==> config.mk <==
export PLATFORM = sky130hd
export DESIGN_NAME = ultrasonic_range_controller
export DESIGN_NICKNAME = d
export VERILOG_FILES = /design/src/hw/rtl/ulrc_pkg.sv /design/src/hw/rtl/ultrasonic_range_controller.sv
export SDC_FILE = /design/constraint.sdc
export NUM_CORES = 1
export LEC_CHECK = 0
export ABC_AREA = 1
export BUFFER_PORTS_ARGS = -buffer_cell sky130_fd_sc_hd__buf_4
export CAP_MARGIN = 20
export CORE_UTILIZATION = 43
export DETAILED_ROUTE_END_ITERATION = 8
export HOLD_SLACK_MARGIN = 0.03
export PLACE_DENSITY_LB_ADDON = 0.3
export SYNTH_ARGS = -nofsm -noshare
export SYNTH_HDL_FRONTEND = slang
export SYNTH_SLANG_ARGS = --single-unit
==> constraint.sdc <==
create_clock -name i_clk -period 9.5 [get_ports i_clk]
set_input_delay 0 -clock i_clk [delete_from_list [all_inputs] [get_ports i_clk]]
set_output_delay 0 -clock i_clk [all_outputs]
set_load 0.02 [all_outputs]
==> src/hw/rtl/ulrc_pkg.sv <==
package ulrc_pkg;

    // field widths
    localparam int unsigned WIDTH_W    = 8;
    localparam int unsigned INTERVAL_W = 16;
    localparam int unsigned DIST_W     = 24;
    localparam int unsigned LEFT_W     = 6;
    localparam int unsigned PRESCALE_W = 10;
    localparam int unsigned CFG_IDX_W  = 8;
    localparam int unsigned CFG_DATA_W = 16;

    // register indexes
    localparam logic [CFG_IDX_W-1:0] REG_PULSE_WIDTH = 8'd0;
    localparam logic [CFG_IDX_W-1:0] REG_INTERVAL    = 8'd1;

    // register reset values
    localparam logic [WIDTH_W-1:0]    PULSE_WIDTH_RST = 8'd20;
    localparam logic [INTERVAL_W-1:0] INTERVAL_RST    = 16'd1000;

    // timing constants
    localparam logic [WIDTH_W-1:0]    MIN_PULSE    = 8'd10;
    localparam logic [WIDTH_W-1:0]    MAX_PULSE    = 8'd50;
    localparam logic [INTERVAL_W-1:0] MIN_INTERVAL = 16'd1000;
    localparam logic [PRESCALE_W-1:0] US_PER_MS    = 10'd1000;
    localparam logic [WIDTH_W-1:0]    UM_PER_TICK  = 8'd170;

    typedef logic [LEFT_W-1:0] t_left;

    // trigger pulse width limited to 10..50 us
    function automatic t_left clamp_width(input logic [WIDTH_W-1:0] w);
        logic [WIDTH_W-1:0] c;
        begin
            if (w < MIN_PULSE) begin
                c = MIN_PULSE;
            end else if (w > MAX_PULSE) begin
                c = MAX_PULSE;
            end else begin
                c = w;
            end
            return c[LEFT_W-1:0];
        end
    endfunction

endpackage

==> src/hw/rtl/ultrasonic_range_controller.sv <==
// Ultrasonic rangefinder trigger/echo controller. Every input word is one
// microsecond tick and yields exactly one output word; one word is taken per
// clock unless the output stalls, passing an input register and then the
// result register that also updates the timing state. The echo high time is
// counted in ticks and reported on its falling edge as ticks * 170 um,
// saturated at 2^24-1; the tick counter itself saturates at its full scale.
// Trigger pulses are clamped to 10..50 us; periodic mode waits at least
// 1000 ms after each pulse. Configuration registers: index 0 periodic pulse
// width (us), index 1 periodic interval (ms); the config channel is always
// ready and should only be written while no words are in flight.
module ultrasonic_range_controller #(
    parameter int unsigned ECHO_COUNT_BITS = 16
) (
    input  logic                          i_clk,
    input  logic                          i_rst_n,
    // input channel
    input  logic                          i_in_valid,
    output logic                          o_in_stall,
    input  logic                          i_echo_level,
    input  logic                          i_run_periodic,
    input  logic                          i_single_shot,
    input  logic [ulrc_pkg::WIDTH_W-1:0]  i_shot_width_us,
    // output channel
    output logic                          o_out_valid,
    input  logic                          i_out_stall,
    output logic                          o_trigger_level,
    output logic                          o_distance_valid,
    output logic [ulrc_pkg::DIST_W-1:0]   o_distance_um,
    output logic                          o_measuring,
    // configuration channel
    input  logic                          i_cfg_valid,
    output logic                          o_cfg_ready,
    input  logic [ulrc_pkg::CFG_IDX_W-1:0]  i_cfg_index,
    input  logic [ulrc_pkg::CFG_DATA_W-1:0] i_cfg_data
);
    import ulrc_pkg::*;

    localparam int unsigned CNT_W  = ECHO_COUNT_BITS;
    localparam int unsigned PROD_W = (CNT_W + WIDTH_W > DIST_W + 1) ?
                                     CNT_W + WIDTH_W : DIST_W + 1;
    localparam logic [CNT_W-1:0]  CNT_MAX  = {CNT_W{1'b1}};
    localparam logic [PROD_W-1:0] DIST_MAX = PROD_W'({DIST_W{1'b1}});

    // configuration registers
    logic [WIDTH_W-1:0]    r_pulse_width;
    logic [INTERVAL_W-1:0] r_interval;

    // input stage
    logic                  r_in_vld;
    logic                  r_echo_in;
    logic                  r_run_in;
    logic                  r_shot_in;
    logic [WIDTH_W-1:0]    r_shot_w_in;

    // timing state
    logic                  r_prev_echo,  n_prev_echo;
    logic                  r_echo_busy,  n_echo_busy;
    logic [CNT_W-1:0]      r_echo_ticks, n_echo_ticks;
    logic                  r_pulse_act,  n_pulse_act;
    t_left                 r_pulse_left, n_pulse_left;
    logic [PRESCALE_W-1:0] r_prescale,   n_prescale;
    logic [INTERVAL_W-1:0] r_wait_ms,    n_wait_ms;
    logic                  r_wait_ph,    n_wait_ph;

    // result register
    logic                  r_out_vld;
    logic                  r_trig,  n_trig;
    logic                  r_dvld,  n_dvld;
    logic [DIST_W-1:0]     r_dist,  n_dist;
    logic                  r_meas;

    logic                  advance;
    logic                  take_in;
    logic                  wait_entered;
    logic [PROD_W-1:0]     product;

    // handshake: result register frees when empty or being taken
    assign advance    = !r_out_vld || !i_out_stall;
    assign o_in_stall = r_in_vld && !advance;
    assign take_in    = i_in_valid && !o_in_stall;
    assign o_cfg_ready = 1'b1;

    // configuration writes
    always_ff @(posedge i_clk) begin
        if (!i_rst_n) begin
            r_pulse_width <= PULSE_WIDTH_RST;
            r_interval    <= INTERVAL_RST;
        end else if (i_cfg_valid && o_cfg_ready) begin
            case (i_cfg_index)
                REG_PULSE_WIDTH: r_pulse_width <= i_cfg_data[WIDTH_W-1:0];
                REG_INTERVAL:    r_interval    <= i_cfg_data;
                default: ;
            endcase
        end
    end

    // input register
    always_ff @(posedge i_clk) begin
        if (!i_rst_n) begin
            r_in_vld <= 1'b0;
        end else if (!o_in_stall) begin
            r_in_vld <= i_in_valid;
        end
    end

    always_ff @(posedge i_clk) begin
        if (take_in) begin
            r_echo_in   <= i_echo_level;
            r_run_in    <= i_run_periodic;
            r_shot_in   <= i_single_shot;
            r_shot_w_in <= i_shot_width_us;
        end
    end

    // distance scaling
    assign product = PROD_W'(r_echo_ticks) * PROD_W'(UM_PER_TICK);

    // one tick of the controller
    always_comb begin
        n_prev_echo  = r_echo_in;
        n_echo_busy  = r_echo_busy;
        n_echo_ticks = r_echo_ticks;
        n_pulse_act  = r_pulse_act;
        n_pulse_left = r_pulse_left;
        n_prescale   = r_prescale;
        n_wait_ms    = r_wait_ms;
        n_wait_ph    = r_wait_ph;
        n_dvld       = 1'b0;
        n_dist       = '0;
        wait_entered = 1'b0;

        // echo timing
        if (r_echo_busy) begin
            if (r_echo_in) begin
                if (r_echo_ticks != CNT_MAX) begin
                    n_echo_ticks = r_echo_ticks + 1'b1;
                end
            end else begin
                n_dist      = (product > DIST_MAX) ? {DIST_W{1'b1}} : product[DIST_W-1:0];
                n_dvld      = 1'b1;
                n_echo_busy = 1'b0;
            end
        end else if (r_echo_in && !r_prev_echo) begin
            n_echo_busy  = 1'b1;
            n_echo_ticks = CNT_W'(1);
        end

        // stopping periodic mode
        if (!r_run_in) begin
            n_wait_ph  = 1'b0;
            n_wait_ms  = '0;
            n_prescale = '0;
        end

        // pulse start, periodic wins over a single shot
        if (!n_pulse_act) begin
            if (r_run_in && !n_wait_ph) begin
                n_pulse_act  = 1'b1;
                n_pulse_left = clamp_width(r_pulse_width);
            end else if (r_shot_in) begin
                n_pulse_act  = 1'b1;
                n_pulse_left = clamp_width(r_shot_w_in);
            end
        end

        // pulse output and end
        n_trig = n_pulse_act;
        if (n_pulse_act) begin
            n_pulse_left = n_pulse_left - 1'b1;
            if (n_pulse_left == '0) begin
                n_pulse_act = 1'b0;
                if (r_run_in && !n_wait_ph) begin
                    n_wait_ph    = 1'b1;
                    n_wait_ms    = (r_interval < MIN_INTERVAL) ? MIN_INTERVAL : r_interval;
                    n_prescale   = '0;
                    wait_entered = 1'b1;
                end
            end
        end

        // periodic wait, millisecond prescaler
        if (n_wait_ph && !wait_entered) begin
            n_prescale = n_prescale + 1'b1;
            if (n_prescale >= US_PER_MS) begin
                n_prescale = '0;
                if (n_wait_ms != '0) begin
                    n_wait_ms = n_wait_ms - 1'b1;
                end
                if (n_wait_ms == '0) begin
                    n_wait_ph = 1'b0;
                end
            end
        end
    end

    // state and result update
    always_ff @(posedge i_clk) begin
        if (!i_rst_n) begin
            r_out_vld    <= 1'b0;
            r_prev_echo  <= 1'b0;
            r_echo_busy  <= 1'b0;
            r_echo_ticks <= '0;
            r_pulse_act  <= 1'b0;
            r_pulse_left <= '0;
            r_prescale   <= '0;
            r_wait_ms    <= '0;
            r_wait_ph    <= 1'b0;
        end else if (advance) begin
            r_out_vld <= r_in_vld;
            if (r_in_vld) begin
                r_prev_echo  <= n_prev_echo;
                r_echo_busy  <= n_echo_busy;
                r_echo_ticks <= n_echo_ticks;
                r_pulse_act  <= n_pulse_act;
                r_pulse_left <= n_pulse_left;
                r_prescale   <= n_prescale;
                r_wait_ms    <= n_wait_ms;
                r_wait_ph    <= n_wait_ph;
            end
        end
    end

    always_ff @(posedge i_clk) begin
        if (advance && r_in_vld) begin
            r_trig <= n_trig;
            r_dvld <= n_dvld;
            r_dist <= n_dist;
            r_meas <= n_echo_busy;
        end
    end

    assign o_out_valid      = r_out_vld;
    assign o_trigger_level  = r_trig;
    assign o_distance_valid = r_dvld;
    assign o_distance_um    = r_dist;
    assign o_measuring      = r_meas;

    // checks
    a_pulse_left: assert property (@(posedge i_clk) disable iff (!i_rst_n)
        r_pulse_act == (r_pulse_left != '0))
        else $error("pulse counter out of step with active flag");

    a_wait_ms: assert property (@(posedge i_clk) disable iff (!i_rst_n)
        r_wait_ph |-> (r_wait_ms != '0))
        else $error("wait phase with no milliseconds left");

    a_prescale: assert property (@(posedge i_clk) disable iff (!i_rst_n)
        r_prescale < US_PER_MS)
        else $error("prescaler beyond one millisecond");

    a_busy_ticks: assert property (@(posedge i_clk) disable iff (!i_rst_n)
        r_echo_busy |-> (r_echo_ticks != '0))
        else $error("measurement running with zero ticks");

    a_dist_zero: assert property (@(posedge i_clk) disable iff (!i_rst_n)
        (r_out_vld && !r_dvld) |-> (r_dist == '0))
        else $error("distance set without a finished measurement");

endmodule

# Yosys cells after proc, flatten, opt, wreduce, memory -nomap -nowiden
# Cells that the tools add are included.
# word_totals
regBits	116
# classes
n_bitwise	1
n_mux	48
n_eq_ne	4
multipliers	1
magnitude_cmp	7
reduce_logical	24
add_sub_neg	4
# ops
cell	count
two-way mux 16 bit	14
two-way mux 10 bit	6
two-way mux 6 bit	8
> comparator 24 bit (second input constant)	1
two-way mux 24 bit	1
multiplier 16 x 7 -> 23 bit (second input constant)	1
two-way mux 1 bit	19
adder 16 x 1 -> 16 bit (second input constant)	1
> comparator 8 x 6 -> 1 bit (second input constant)	2
zero test 16 bit	1
less-than comparator 16 x 10 -> 1 bit (second input constant)	1
less-than comparator 8 x 4 -> 1 bit (second input constant)	2
!= test 16 bit (second input constant)	1
nonzero test 16 bit	1
subtractor 16 x 1 -> 16 bit (second input constant)	1
adder 10 x 1 -> 10 bit (second input constant)	1
greater-or-equal comparator 10 bit (second input constant)	1
equality test 8 x 1 -> 1 bit (second input constant)	1
zero test 8 bit	1
zero test 1 bit	7
logical AND 1 bit	6
zero test 6 bit	1
AND reduction 2 bit	3
subtractor 6 x 1 -> 6 bit (second input constant)	1
7 further kinds	7

# Logic depth before layout (Yosys ltp)
# logic_depth
word_depth	18
ltp_mapped	34

# Least setup slack after synthesis
# Ideal clock, no wire load.
# synth_timing
path_kind	register to register
start	register r_echo_ticks[3]
end	register r_dist[22] (netlist: o_distance_um[22]), data pin
path_stages_with_launch	29
slack_ps	5120
t_arrival_ps	4121
setup_ps	259
period_less_slack_ps	4380
n_path_buf	0
path_cell_list	dfxtp_1 > ha_1 > inv_1 > fa_1 > inv_1 > ha_1 > inv_1 > fa_1 > inv_1 > ha_1 > nand2_1 > nand2_1 > a21oi_1 > nor2_1 > nor2_1 > o21bai_1 > nand2_1 > nand2_1 > a21oi_1 > o21ai_0 > nand2_1 > nand2_1 > a21oi_1 > o21ai_0 > nand2_1 > nand2_1 > a21oi_1 > o21ai_0 > a21oi_1
# synth_via
elab_chain_len	3
# synth_rtl
element	line_no	text
start, declared	ultrasonic_range_controller.sv:58	logic [CNT_W-1:0] r_echo_ticks, n_echo_ticks;
start signal, assigned	ultrasonic_range_controller.sv:213	r_echo_ticks <= n_echo_ticks;
multiplier 16 x 7 -> 23 bit (*)	ultrasonic_range_controller.sv:116	assign product = PROD_W'(r_echo_ticks) * PROD_W'(UM_PER_TICK);
> comparator 24 bit	ultrasonic_range_controller.sv:139	n_dist = (product > DIST_MAX) ? {DIST_W{1'b1}} : product[DIST_W-1:0];
two-way mux 24 bit (*)	ultrasonic_range_controller.sv:139	
end signal, assigned	ultrasonic_range_controller.sv:227	r_dist <= n_dist;
end, declared	ultrasonic_range_controller.sv:69	logic [DIST_W-1:0] r_dist, n_dist;
# Every way passes the cells marked *; elsewhere a longest branch is shown, timed or not.
# A chain may end at the register's enable or synchronous reset.

# Final worst setup path
# layout_timing
start	register r_run_in
end	register r_wait_ph
# layout_via
elab_chain_len	17
elab_cells_between_ends	36
classes_between	add/sub: 3; order compare: 1; mux: 25; reduce/logical: 7
# layout_rtl
element	line_no	text
start, declared	ultrasonic_range_controller.sv:51	logic r_run_in;
start signal, assigned	ultrasonic_range_controller.sv:109	r_run_in <= i_run_periodic;
two-way mux 1 bit	ultrasonic_range_controller.sv:149	if (!r_run_in) begin
zero test 1 bit	ultrasonic_range_controller.sv:157, ultrasonic_range_controller.sv:172	
logical AND 1 bit	ultrasonic_range_controller.sv:157, ultrasonic_range_controller.sv:172	
two-way mux 6 bit	ultrasonic_range_controller.sv:157	if (r_run_in && !n_wait_ph) begin
two-way mux 6 bit	ultrasonic_range_controller.sv:156	if (!n_pulse_act) begin
subtractor 6 x 1 -> 6 bit	ultrasonic_range_controller.sv:169	n_pulse_left = n_pulse_left - 1'b1;
zero test 6 bit	ultrasonic_range_controller.sv:170	if (n_pulse_left == '0) begin
two-way mux 16 bit	ultrasonic_range_controller.sv:170	
two-way mux 16 bit	ultrasonic_range_controller.sv:168	if (n_pulse_act) begin
subtractor 16 x 1 -> 16 bit or nonzero test 16 bit (tied branches)	ultrasonic_range_controller.sv:187, ultrasonic_range_controller.sv:186	
two-way mux 16 bit	ultrasonic_range_controller.sv:186	if (n_wait_ms != '0) begin
two-way mux 16 bit	ultrasonic_range_controller.sv:184	if (n_prescale >= US_PER_MS) begin
two-way mux 16 bit	ultrasonic_range_controller.sv:182	if (n_wait_ph && !wait_entered) begin
zero test 16 bit	ultrasonic_range_controller.sv:189	if (n_wait_ms == '0) begin
two-way mux 1 bit	ultrasonic_range_controller.sv:189	
two-way mux 1 bit	ultrasonic_range_controller.sv:184	
two-way mux 1 bit (*)	ultrasonic_range_controller.sv:182	
end signal, assigned	ultrasonic_range_controller.sv:218	r_wait_ph <= n_wait_ph;
end, declared	ultrasonic_range_controller.sv:63	logic r_wait_ph, n_wait_ph;
# Every way passes the cells marked *; elsewhere a longest branch is shown, timed or not. The select of a mux whose other input is x is not followed.

==> impl_metrics.yaml <==
detailed_routing:
  drc: 0
  wl_per_cell_um: 12.9
  vias: 7996
  ant_nets: 0
  drt_pass1_iterations: 7
  routed_wl_mm: 20.7
  drt_iter0_drc: 546
  routed_via_density: 4.97
synth:
  synth.avg_cell_area_um2: 7.00
  netlist_top_cells_count: "nand2_1 (269), inv_1 (229), nor2_1 (120)"
  synth_edf_count: 37
  syn_inst: 1237
  synth.most_common_cell: "nand2_1"
  ys_seq_area_frac: 0.309
  synth_area_um2: 8650
  ys_ff_latch: 115
  synth_flop_cell: "dfxtp_1"
  yosysTopAreaCell: "dfxtp_1"
  ys_top_cells_by_area: "dfxtp_1 (18%), edfxtp_1 (13%), nand2_1 (12%)"
  syn_nets: 1363
  synth_cell_type_count: 49
  yosysTopAreaCellShare: 0.180
  yosys_warnings: 0
  async_flop_share: 0
timing:
  setup_tns_ns: 0
  fin_crit_sh: 0.624
  final_hold_viol_count: 0
  max_freq_mhz: 169
  max_slew_margin: 0.353
  setup_viol: 0
  fin_hold_ws_ns: 0.110
  rsz0062_at_grt: "false"
  slew_viol_final: 0
  worst_pin_slew_ns: 0.968
  period_minus_slack_ns: 5.93
  finClkSkew_ns: 0.00737
floorplanning:
  rows: 51
  ios: 70
  dieHeight_um: 144
  die_w_um: 144
  die-area_um2: 20700
  start_util: 0.442
  coreArea_um2: 19600
layout:
  antenna_cells: 0
  finish.utilization: 0.526
  multi_input_area_um2: 4890
  fill_cells: 1894
  layout-drive-gt1-share: 0.121
  syn_to_final_growth_pct: 19.1
  final_cells: 1609
  regArea_um2: 2670
  nets: 1457
setup_path:
  critical_path_arrival_ns: 6.23
  start_kind: "flip-flop"
  slowest_delay_ns: 0.99
  r2r_slack_ns: 3.57
  end_kind: "flip-flop"
  worst_path_max_delay_cell: "edfxtp_1"
  required_ns: 9.80
  cp_max_fo: 30
  path_common_cell: "nor2_1"
  crit_type: "flip-flop to flip-flop"
pwr:
  p_per_area_nw_per_um2: 127
  p_sw_frac: 0.280
  total_power_mw: 1.30
  clockPowerShare: 0.472
  p_leak_nw: 4.96
  switchingPower_uw: 365
  p_comb_frac: 0.119
  internal-power_uw: 939
  irDropWorstVdd_v: 0.000129
  power_frac_seq: 0.408
cts:
  clk_path_buf_depth: 2
  h-tree-depth: 4
  cts_tree: "done"
  cts_sinks: 115
  path_clk_slew_ns: 0.06
  root_buffer: "clkbuf_16"
  cts_setup_buffers: 0
  clock_latency_ns: 0.43
  cts-buffers-inserted: 17
global_routing:
  grt_overflow_total: 0
  grt_pass1_vias: 7203
  antenna_found_initial: 0
  grt_max_degree: 55
  grt_usage: 0.214
  grt_pass1_wl_mm: 34.8
placement:
  dp_cells: 1536
  io_buffers: 67
  place_congestion: 0.890
  dpl.hpwl_mm: 15.1
flow_run:
  drv_cap: 0
outcome:
  status: "complete, no violations"
worst_hold_path:
  hold_class: "primary input to flip-flop"
[repair_timing]
action	4_1_cts	5_1_grt
hold endpoints to repair	48	0
gates resized for setup	0	0
hold buffers	41	0
[cell families (layout without fill, tap and decap cells)]
kind of cell | after synthesis | count (layout) | share of synthesized area
AND/OR/NAND/NOR | 542 | 542 | 0.280
buffers and inverters | 276 | 383 | 0.127
adder cells (fa/ha/maj) | 86 | 86 | 0.145
AO/OA/AOI/OAI | 213 | 213 | 0.135
flip-flops | 115 | 115 | 0.309
XOR/XNOR | 3 | 3 | 0.00304
other | 2 | 2 | 0.000868
[metrics by stage]
stage,setup slack (ns),cell area (µm²)
detailed placement,3.62,9330
global route,3.02,10300
CTS,3.62,10300
finish,3.57,10300
floorplan,5.12,8650
global placement,3.88,9330
[worst max-delay path, delay by kind of cell, from the launching register on]
family / cells / cell delay (ns)
simple gates: 20 / 3.63
xor+xnor: 1 / 0.16
flops: 1 / 0.99
buf+inv: 5 / 0.54
fa+ha+maj: 2 / 0.43
compound gates: 1 / 0.05
[power by group through the flow]
stage | registers (mW) | logic (mW) | clock network (mW)
finish | 0.532 | 0.156 | 0.616
global route | 0.534 | 0.174 | 0.644
floorplan | 0.544 | 0.0993 | 0
detailed placement | 0.543 | 0.143 | 0
CTS | 0.532 | 0.155 | 0.625
global placement | 0.542 | 0.142 | 0
[final timing paths]
check                                            startpoint                             to  cells past startpoint
worst max register to register           r_run_in$_DFFE_PP_         r_wait_ph$_SDFFE_PN0P_                     29
worst max-delay path                     r_run_in$_DFFE_PP_         r_wait_ph$_SDFFE_PN0P_                     29
worst min register to register  r_interval[15]$_SDFFE_PN0P_    r_interval[15]$_SDFFE_PN0P_                      2
worst min-delay path                            i_cfg_valid  r_pulse_width[0]$_SDFFE_PN0P_                      3
[registers in the layout, summed over array words and instances, names as in the netlist, 6 cells and up]
signal         cells
o_distance_um     23
r_echo_ticks      16
r_interval        16
r_wait_ms         16
r_prescale        10
r_pulse_width      8
r_shot_w_in        8
r_pulse_left       6
[area by class of cell]
type | count | share of cell area
multi-input cells | 846 | 0.475
flip-flops and latches | 115 | 0.259
well taps | 265 | 0.0322
clock buffers | 19 | 0.0451
repair buffers | 112 | 0.0916
inverters | 239 | 0.0876
clock inverters | 13 | 0.00935
[layer usage]
layer  share of wire  global-route usage  vias up
met5               0                   0        -
met4           0.014              0.0571        0
met3           0.057              0.0453       24
met2            0.44               0.334      212
met1            0.49               0.298     3623
li1                -                   -     4137
[cell usage in the layout (no fill, tap or decap), types with 11 or more instances in the layout]
cell type        n
o21ai_0         74
a21oi_1         85
edfxtp_1        37
buf_4           71
fa_1            24
inv_1          229
nand2_2         19
a31oi_1         14
nor2_1         119
nand2_1        269
dfxtp_1         78
dlygate4sd3_1   41
o21ai_1         14
ha_1            62
nand4_1         11
nand3_1         77
clkbuf_16       18
(Power assumes the default switching activity.)
